### src/rtl/core/sjf_pkg.sv
// ----------------------------------------------------------------------------
// sjf_pkg
// Shared types and constants for the shortest-job-first ordering block.
// ----------------------------------------------------------------------------
package sjf_pkg;

    localparam int MAX_JOBS_DEFAULT = 32;

    localparam int TIME_W   = 16;
    localparam int NUM_W    = 7;
    localparam int TOTAL_W  = 28;
    // Running sum of up to 64 times of 16 bits.
    localparam int PREFIX_W = 22;

    typedef struct packed {
        logic [TIME_W-1:0] job_time;
        logic              last_job;
    } job_t;

    typedef struct packed {
        logic [NUM_W-1:0]   job_number;
        logic [TIME_W-1:0]  job_length;
        logic [TOTAL_W-1:0] total_completion;
        logic               dropped_jobs;
        logic               final_entry;
    } sched_t;

    // Commands from the controller to the datapath.
    typedef struct packed {
        logic accept;     // job transaction taken this cycle
        logic sum_step;   // add one sorted entry into the completion total
        logic emit_step;  // load one sorted entry into the output register
        logic end_run;    // clear job count and drop flag
    } sjf_cmd_t;

    // Status from the datapath to the controller.
    typedef struct packed {
        logic idx_last;   // scan index points at the last stored job
        logic out_free;   // output register can take a new entry
    } sjf_status_t;

    typedef enum logic [2:0] {
        ST_LOAD = 3'b001,
        ST_SUM  = 3'b010,
        ST_EMIT = 3'b100
    } sjf_state_t;

endpackage

### src/rtl/core/sjf_ctrl.sv
// ----------------------------------------------------------------------------
// sjf_ctrl
// Run controller: loads jobs, then sums completion times, then emits the
// sorted schedule.
// ----------------------------------------------------------------------------
module sjf_ctrl
(
    input  logic                 clk,
    input  logic                 rst_n,
    input  logic                 job_valid,
    input  logic                 last_job,
    input  sjf_pkg::sjf_status_t status,
    output sjf_pkg::sjf_cmd_t    cmd,
    output logic                 job_stall
);

    sjf_pkg::sjf_state_t state_reg;
    sjf_pkg::sjf_state_t state_next;

    always_ff @(posedge clk or negedge rst_n)
    begin
        if (!rst_n)
        begin
            state_reg <= sjf_pkg::ST_LOAD;
        end
        else
        begin
            state_reg <= state_next;
        end
    end

    always_comb
    begin
        state_next    = state_reg;
        cmd           = '0;
        job_stall     = 1'b1;
        unique case (state_reg)
            sjf_pkg::ST_LOAD:
            begin
                job_stall  = 1'b0;
                cmd.accept = job_valid;
                if (job_valid && last_job)
                begin
                    state_next = sjf_pkg::ST_SUM;
                end
            end
            sjf_pkg::ST_SUM:
            begin
                cmd.sum_step = 1'b1;
                if (status.idx_last)
                begin
                    state_next = sjf_pkg::ST_EMIT;
                end
            end
            sjf_pkg::ST_EMIT:
            begin
                if (status.out_free)
                begin
                    cmd.emit_step = 1'b1;
                    if (status.idx_last)
                    begin
                        cmd.end_run = 1'b1;
                        state_next  = sjf_pkg::ST_LOAD;
                    end
                end
            end
            default:
            begin
                state_next = sjf_pkg::ST_LOAD;
            end
        endcase
    end

endmodule

### src/rtl/core/sjf_datapath.sv
// ----------------------------------------------------------------------------
// sjf_datapath
// Insertion-sort cell chain, completion-time accumulator and output register.
// ----------------------------------------------------------------------------
module sjf_datapath
#(
    parameter int MAX_JOBS = sjf_pkg::MAX_JOBS_DEFAULT
)
(
    input  logic                 clk,
    input  logic                 rst_n,
    input  sjf_pkg::job_t        job,
    input  sjf_pkg::sjf_cmd_t    cmd,
    input  logic                 sched_stall,
    output sjf_pkg::sjf_status_t status,
    output logic                 sched_valid,
    output sjf_pkg::sched_t      sched
);

    localparam int CNT_W = $clog2(MAX_JOBS + 1);
    localparam int IDX_W = $clog2(MAX_JOBS);

    logic [sjf_pkg::TIME_W-1:0]   times_reg   [MAX_JOBS];
    logic [sjf_pkg::TIME_W-1:0]   times_next  [MAX_JOBS];
    logic [sjf_pkg::NUM_W-1:0]    numbers_reg [MAX_JOBS];
    logic [sjf_pkg::NUM_W-1:0]    numbers_next[MAX_JOBS];
    logic [MAX_JOBS-1:0]          greater;

    logic [CNT_W-1:0]             count_reg;
    logic                         overflow_reg;
    logic [IDX_W-1:0]             idx_reg;
    logic [sjf_pkg::PREFIX_W-1:0] prefix_reg;
    logic [sjf_pkg::PREFIX_W-1:0] prefix_next;
    logic [sjf_pkg::TOTAL_W-1:0]  total_reg;
    logic                         sched_valid_reg;
    sjf_pkg::sched_t              sched_reg;

    logic                         full;
    logic                         insert;
    logic [sjf_pkg::NUM_W-1:0]    new_number;
    logic [sjf_pkg::TIME_W-1:0]   sel_time;

    assign full       = (count_reg == CNT_W'(MAX_JOBS));
    assign insert     = cmd.accept && !full;
    assign new_number = sjf_pkg::NUM_W'(count_reg) + sjf_pkg::NUM_W'(1);

    // Each stored job that is strictly longer than the arrival moves up one
    // cell, so equal times keep their arrival order.
    always_comb
    begin
        for (int i = 0; i < MAX_JOBS; i++)
        begin
            greater[i] = (CNT_W'(i) < count_reg) && (times_reg[i] > job.job_time);
        end
        for (int i = 0; i < MAX_JOBS; i++)
        begin
            times_next[i]   = times_reg[i];
            numbers_next[i] = numbers_reg[i];
            if ((i > 0) && greater[(i > 0) ? i - 1 : 0])
            begin
                times_next[i]   = times_reg[(i > 0) ? i - 1 : 0];
                numbers_next[i] = numbers_reg[(i > 0) ? i - 1 : 0];
            end
            else if (greater[i] || (CNT_W'(i) == count_reg))
            begin
                times_next[i]   = job.job_time;
                numbers_next[i] = new_number;
            end
        end
    end

    always_ff @(posedge clk)
    begin
        if (insert)
        begin
            times_reg   <= times_next;
            numbers_reg <= numbers_next;
        end
    end

    assign sel_time    = times_reg[idx_reg];
    assign prefix_next = prefix_reg + sjf_pkg::PREFIX_W'(sel_time);

    assign status.idx_last = (CNT_W'(idx_reg) == (count_reg - CNT_W'(1)));
    assign status.out_free = !sched_valid_reg || !sched_stall;

    always_ff @(posedge clk or negedge rst_n)
    begin
        if (!rst_n)
        begin
            count_reg       <= '0;
            overflow_reg    <= 1'b0;
            idx_reg         <= '0;
            sched_valid_reg <= 1'b0;
        end
        else
        begin
            if (cmd.end_run)
            begin
                count_reg    <= '0;
                overflow_reg <= 1'b0;
            end
            else if (insert)
            begin
                count_reg <= count_reg + CNT_W'(1);
            end
            else if (cmd.accept)
            begin
                overflow_reg <= 1'b1;
            end

            if (cmd.sum_step || cmd.emit_step)
            begin
                idx_reg <= status.idx_last ? '0 : idx_reg + IDX_W'(1);
            end
            else if (cmd.accept)
            begin
                idx_reg <= '0;
            end

            if (cmd.emit_step)
            begin
                sched_valid_reg <= 1'b1;
            end
            else if (!sched_stall)
            begin
                sched_valid_reg <= 1'b0;
            end
        end
    end

    always_ff @(posedge clk)
    begin
        if (cmd.accept)
        begin
            prefix_reg <= '0;
            total_reg  <= '0;
        end
        else if (cmd.sum_step)
        begin
            prefix_reg <= prefix_next;
            total_reg  <= total_reg + sjf_pkg::TOTAL_W'(prefix_next);
        end
    end

    always_ff @(posedge clk)
    begin
        if (cmd.emit_step)
        begin
            sched_reg.job_number       <= numbers_reg[idx_reg];
            sched_reg.job_length       <= sel_time;
            sched_reg.total_completion <= total_reg;
            sched_reg.dropped_jobs     <= overflow_reg;
            sched_reg.final_entry      <= status.idx_last;
        end
    end

    assign sched_valid = sched_valid_reg;
    assign sched       = sched_reg;

endmodule

### src/rtl/core/shortest_job_first_order_top.sv
// ----------------------------------------------------------------------------
// shortest_job_first_order_top
// Orders jobs by processing time (stable) and emits the schedule with the
// total of completion times when the last job of a run arrives.
// ----------------------------------------------------------------------------
//   Channel | Direction | Handshake                 | Payload
//   job     | in        | job_valid / job_stall     | sjf_pkg::job_t
//   sched   | out       | sched_valid / sched_stall | sjf_pkg::sched_t
//
// Jobs are taken one per cycle while a run loads; the cell chain places each
// job in the cycle it is accepted. After the last job, the block accumulates
// the completion total over the N stored jobs, then emits the N results in
// sorted order, one per cycle while sched_stall stays low. job_stall is high
// from the last job until the final result has entered the output register.
// Reset clears the job count and drop flag; stored jobs need no clearing.
// ----------------------------------------------------------------------------
module shortest_job_first_order_top
#(
    parameter int MAX_JOBS = sjf_pkg::MAX_JOBS_DEFAULT
)
(
    input  logic            clk,
    input  logic            rst_n,
    input  logic            job_valid,
    output logic            job_stall,
    input  sjf_pkg::job_t   job,
    output logic            sched_valid,
    input  logic            sched_stall,
    output sjf_pkg::sched_t sched
);

    sjf_pkg::sjf_cmd_t    cmd;
    sjf_pkg::sjf_status_t status;

    sjf_ctrl u_ctrl
    (
        .clk       (clk),
        .rst_n     (rst_n),
        .job_valid (job_valid),
        .last_job  (job.last_job),
        .status    (status),
        .cmd       (cmd),
        .job_stall (job_stall)
    );

    sjf_datapath
    #(
        .MAX_JOBS (MAX_JOBS)
    )
    u_datapath
    (
        .clk         (clk),
        .rst_n       (rst_n),
        .job         (job),
        .cmd         (cmd),
        .sched_stall (sched_stall),
        .status      (status),
        .sched_valid (sched_valid),
        .sched       (sched)
    );

endmodule

### config.mk
export PLATFORM = sky130hd
export DESIGN_NAME = shortest_job_first_order_top
export DESIGN_NICKNAME = d
export VERILOG_FILES = /design/src/rtl/core/sjf_pkg.sv /design/src/rtl/core/sjf_ctrl.sv /design/src/rtl/core/sjf_datapath.sv /design/src/rtl/core/shortest_job_first_order_top.sv
export SDC_FILE = /design/constraint.sdc
export NUM_CORES = 2
export LEC_CHECK = 0
export BUFFER_PORTS_ARGS = -buffer_cell sky130_fd_sc_hd__buf_2
export CORE_ASPECT_RATIO = 1.75
export CORE_UTILIZATION = 40
export CTS_BUF_LIST = sky130_fd_sc_hd__clkbuf_8
export DETAILED_ROUTE_END_ITERATION = 6
export PLACE_DENSITY = 0.64
export SLEW_MARGIN = 20
export SYNTH_ARGS = -nofsm -noshare
export SYNTH_HDL_FRONTEND = slang
export SYNTH_HIERARCHICAL = 1
export SYNTH_SLANG_ARGS = --single-unit
### constraint.sdc
create_clock -name clk -period 6.1 [get_ports clk]
set_input_delay 0.305 -clock clk [delete_from_list [all_inputs] [get_ports clk]]
set_output_delay 0.305 -clock clk [all_outputs]
set_load 0.05 [all_outputs]
==> insert_results.sql <==
INSERT INTO impl_metrics (metric_group, metric, value, unit) VALUES
('yosys', 'synthSimpleGateAreaFrac', '6.629', '%'),
('timing', 'report.final.setup_viol', '0', ''),
('route', 'initialDrtViolationCount', '3540', ''),
('global_routing', 'antenna_found_initial', '12', ''),
('worst_setup_path', 'crit_type', 'reg -> reg', ''),
('place', 'detailedPlacementHpwl', '158.4', 'mm'),
('place', 'numPlacedInstances', '6263', ''),
('yosys', 'synth.yosys.warnings', '6', ''),
('cts', 'cts.clk_slew.worst_paths', '60', 'ps'),
('yosys', 'synth_seq_area_share', '45.72', '%'),
('timing', 'slew_limit_headroom', '19.98', '%'),
('pwr', 'finalPower', '0.02655', 'W'),
('yosys', 'yosys-top-cells-area', 'sky130_fd_sc_hd__edfxtp_1 (43%), sky130_fd_sc_hd__ha_1 (13%), sky130_fd_sc_hd__mux2_2 (12%)', ''),
('floorplanning', 'num_io_pins', '76', ''),
('floorplanning', 'coreArea', '135900', 'um2'),
('timing', 'transition_time_of_the_tightest_slew_check_pin', '1200', 'ps'),
('yosys', 'post-synth-top-count-cell', 'sky130_fd_sc_hd__edfxtp_1', ''),
('timing', 'drv_slew', '0', ''),
('route', 'route.detailed.wl_per_inst', '32.93', 'um'),
('worst_hold_path', 'hp-class', 'in -> reg', ''),
('global_routing', 'grt_pass1_vias', '42464', ''),
('worst_setup_path', 'critPathMaxFanout', '22', ''),
('yosys', 'netlist_area', '54890', 'um2'),
('yosys', 'synthesis.instances', '4362', ''),
('floorplanning', 'floorplan.die_area', '138800', 'um2'),
('timing', 'maximum_clock_frequency', '170.6', 'MHz'),
('job', 'max_cap_violations', '0', ''),
('yosys', 'main_combinational_cell_family_by_area_after_synthesis', 'multiplexers', ''),
('yosys', 'synth_nets', '4940', ''),
('floorplanning', 'chipWidth', '282.0', 'um'),
('worst_setup_path', 'worst_path_cell_trace', 'nand2b_2 > buf_4 > o221ai_2 > o21ai_0 > a21oi_2 > nand2_1 > o21ai_0 > ha_1 > a21o_1 > a2bb2oi_1 > buf_4 > a211oi_1 > buf_4 > nor2_1 > o21ai_0 > nor2_1 > xnor2_1 > ha_1 > a21o_1 > a21oi_1 > o21ai_0 > a41o_2 > nor4b_1 > a211o_1', ''),
('yosys', 'yosys.area_share.xor_xnor', '0.7499', '%'),
('yosys', 'synthAdderAreaFrac', '12.72', '%'),
('global_routing', 'gr-usage-all-layers', '30.99', '%'),
('timing', 'fin_worst_skew', '49.62', 'ps'),
('floorplanning', 'initial_utilization', '40.38', '%'),
('final_layout', 'post-route-util', '45.56', '%'),
('floorplanning', 'placementRows', '179', ''),
('place', 'placement.cell_area', '59070', 'um2'),
('timing', 'timing_hold_violations_final', '0', ''),
('yosys', 'yosys-top-cells-count', 'sky130_fd_sc_hd__edfxtp_1 (789), sky130_fd_sc_hd__mux2_2 (585), sky130_fd_sc_hd__ha_1 (555), sky130_fd_sc_hd__nand2_1 (261), sky130_fd_sc_hd__o21ai_0 (245)', ''),
('yosys', 'muxShareOfSynthArea', '20.21', '%'),
('worst_setup_path', 'crit_path_end_kind', 'register', ''),
('yosys', 'synth-compound-area-share', '11.42', '%'),
('global_routing', 'grt_max_degree', '60', ''),
('yosys', 'ys.flop_type', 'sky130_fd_sc_hd__edfxtp_1', ''),
('cts', 'htree_num_levels', '4', ''),
('route', 'dr.pass1.iters', '7', ''),
('cts', 'root_buf_cell', 'sky130_fd_sc_hd__clkbuf_8', ''),
('yosys', 'synth.top_cell.area_share', '43.16', '%'),
('route', 'avgViaCountPerCell', '6.357', ''),
('final_layout', 'fin_nets', '5180', ''),
('route', 'post-route-drc-count', '0', ''),
('yosys', 'synth-edff-count', '789', ''),
('route', 'route.final.wire_length', '214.8', 'mm'),
('pwr', 'static-leakage-power', '23.14', 'nW'),
('timing', 'timing.final.crit_share', '96.09', '%'),
('worst_setup_path', 'critPathMostFrequentCell', 'sky130_fd_sc_hd__o21ai_0', ''),
('cts', 'cts_tree', 'done', ''),
('outcome', 'run_status', 'completed', ''),
('worst_setup_path', 'crit_required', '6930', 'ps'),
('yosys', 'synth.lib_cells_used.distinct', '98', ''),
('worst_setup_path', 'setup.worst_path.start_class', 'register', ''),
('global_routing', 'globalRouteOverflowTotal', '0', ''),
('cts', 'tritoncts_num_sinks', '855', ''),
('cts', 'clk_latency', '920', 'ps'),
('place', 'globalplace.congestion', '1.003', ''),
('timing', 'finalCriticalPeriod', '5861', 'ps'),
('yosys', 'synthesis.area_per_instance', '12.58', 'um2'),
('worst_setup_path', 'worst-endpoint-arrival', '6690', 'ps'),
('yosys', 'async_reset_ff_share', '1.871', '%');
[path summary, 6_finish.rpt]
path / cells after the start / startpoint / end / slack [ps]
worst max-delay path: 24 / u_datapath/idx_reg[1]$_DFFE_PN0P_ / u_datapath/total_reg[23]$_SDFFE_PP0P_ / 240
worst min-delay path: 2 / job[12] / u_datapath/times_reg[507]$_DFFE_PP_ / 110
worst max register to register: 24 / u_datapath/idx_reg[1]$_DFFE_PN0P_ / u_datapath/total_reg[23]$_SDFFE_PP0P_ / 240
worst min register to register: 0 / u_datapath/overflow_reg$_DFFE_PN0P_ / u_datapath/sched[1]$_DFFE_PP_ / 460
max in group asynchronous: 4 / rst_n / u_datapath/idx_reg[0]$_DFFE_PN0P_ / 4800
min in group asynchronous: 3 / rst_n / u_ctrl/state_reg[0]$_DFFE_PN1P_ / 590
[per-layer routing]
metal / global-route usage (%) / part of all wire, % / vias up
met5: 0 / 0.026 / -
met4: 30.34 / 12 / 8
met3: 5.619 / 6.1 / 851
met2: 53.63 / 50 / 2085
met1: 30.54 / 32 / 20763
li1: - / - / 17759
[layout make-up]
class | count | area, um2
Fill cell | 12190 | 74010
Antenna cell | 5 | 12.51
Inverter | 78 | 292.8
Clock buffer | 142 | 1954
Timing Repair Buffer | 353 | 2630
Multi-Input combinational cell | 3179 | 28940
Clock inverter | 101 | 729.5
Sequential cell | 855 | 25110
Tap cell | 1810 | 2265
[what timing repair did]
action / CTS / global route
endpoints found under the hold margin: 23 / 0
gates resized for setup: 2 / 17
pin swaps: 0 / 2
buffers inserted: 0 / 2
endpoints found under the setup margin: 1 / 10
hold buffers: 9 / 0
[layout by cell type (no fill, tap or decap), types with 59 or more instances in the layout]
cell type                  synthesis  final
sky130_fd_sc_hd__nor2b_1          59     59
sky130_fd_sc_hd__mux4_2          115    115
sky130_fd_sc_hd__nand4_1         125    125
sky130_fd_sc_hd__nor2_1          121    118
sky130_fd_sc_hd__buf_4             7    257
sky130_fd_sc_hd__mux2i_1         156    156
sky130_fd_sc_hd__o221ai_1         93     89
sky130_fd_sc_hd__mux2_2          585    585
sky130_fd_sc_hd__buf_2            86     76
sky130_fd_sc_hd__a21oi_1         234    219
sky130_fd_sc_hd__nand2_1         261    259
sky130_fd_sc_hd__edfxtp_1        789    789
sky130_fd_sc_hd__o21ai_0         245    235
sky130_fd_sc_hd__ha_1            555    555
sky130_fd_sc_hd__inv_1            74    101
sky130_fd_sc_hd__clkbuf_8          0    142
sky130_fd_sc_hd__a21o_1          143    143
[report_power, final]
group	total, W	internal, W	switching (W)
logic	0.0115	0.00476	0.00675
clock network	0.00516	0.00254	0.00262
registers	0.00988	0.00856	0.00132
[cells by family (layout without fill, tap and decap cells)]
kind of cell,count (synthesis),after routing
compound gates,957,957
mux,884,884
flops,855,855
simple gates,734,734
fa+ha+maj,557,557
buf+inv,328,674
xor+xnor,47,47
other cells,0,5
[worst max-delay path: cells and delay by family, from the launching register on]
family                   cells  cell delay (ps)
flip-flops                   1              530
AND/OR/NAND/NOR              5             1020
AO/OA/AOI/OAI               13             2700
XOR/XNOR                     1              140
buffers and inverters        3              630
adder cells (fa/ha/maj)      2              710
[metrics by stage]
stage	TNS [ps]	setup WS [ps]	hold WS (ps)
final	0	238.8	114.6
after global routing	-6.328	-6.328	52.58
after detailed placement	0	35.66	340.0
after floorplan	0	790.3	9.409
after global placement	0	86.10	339.8
after CTS	0	12.93	35.05
Note: power is estimated with default switching activity, not from simulation.
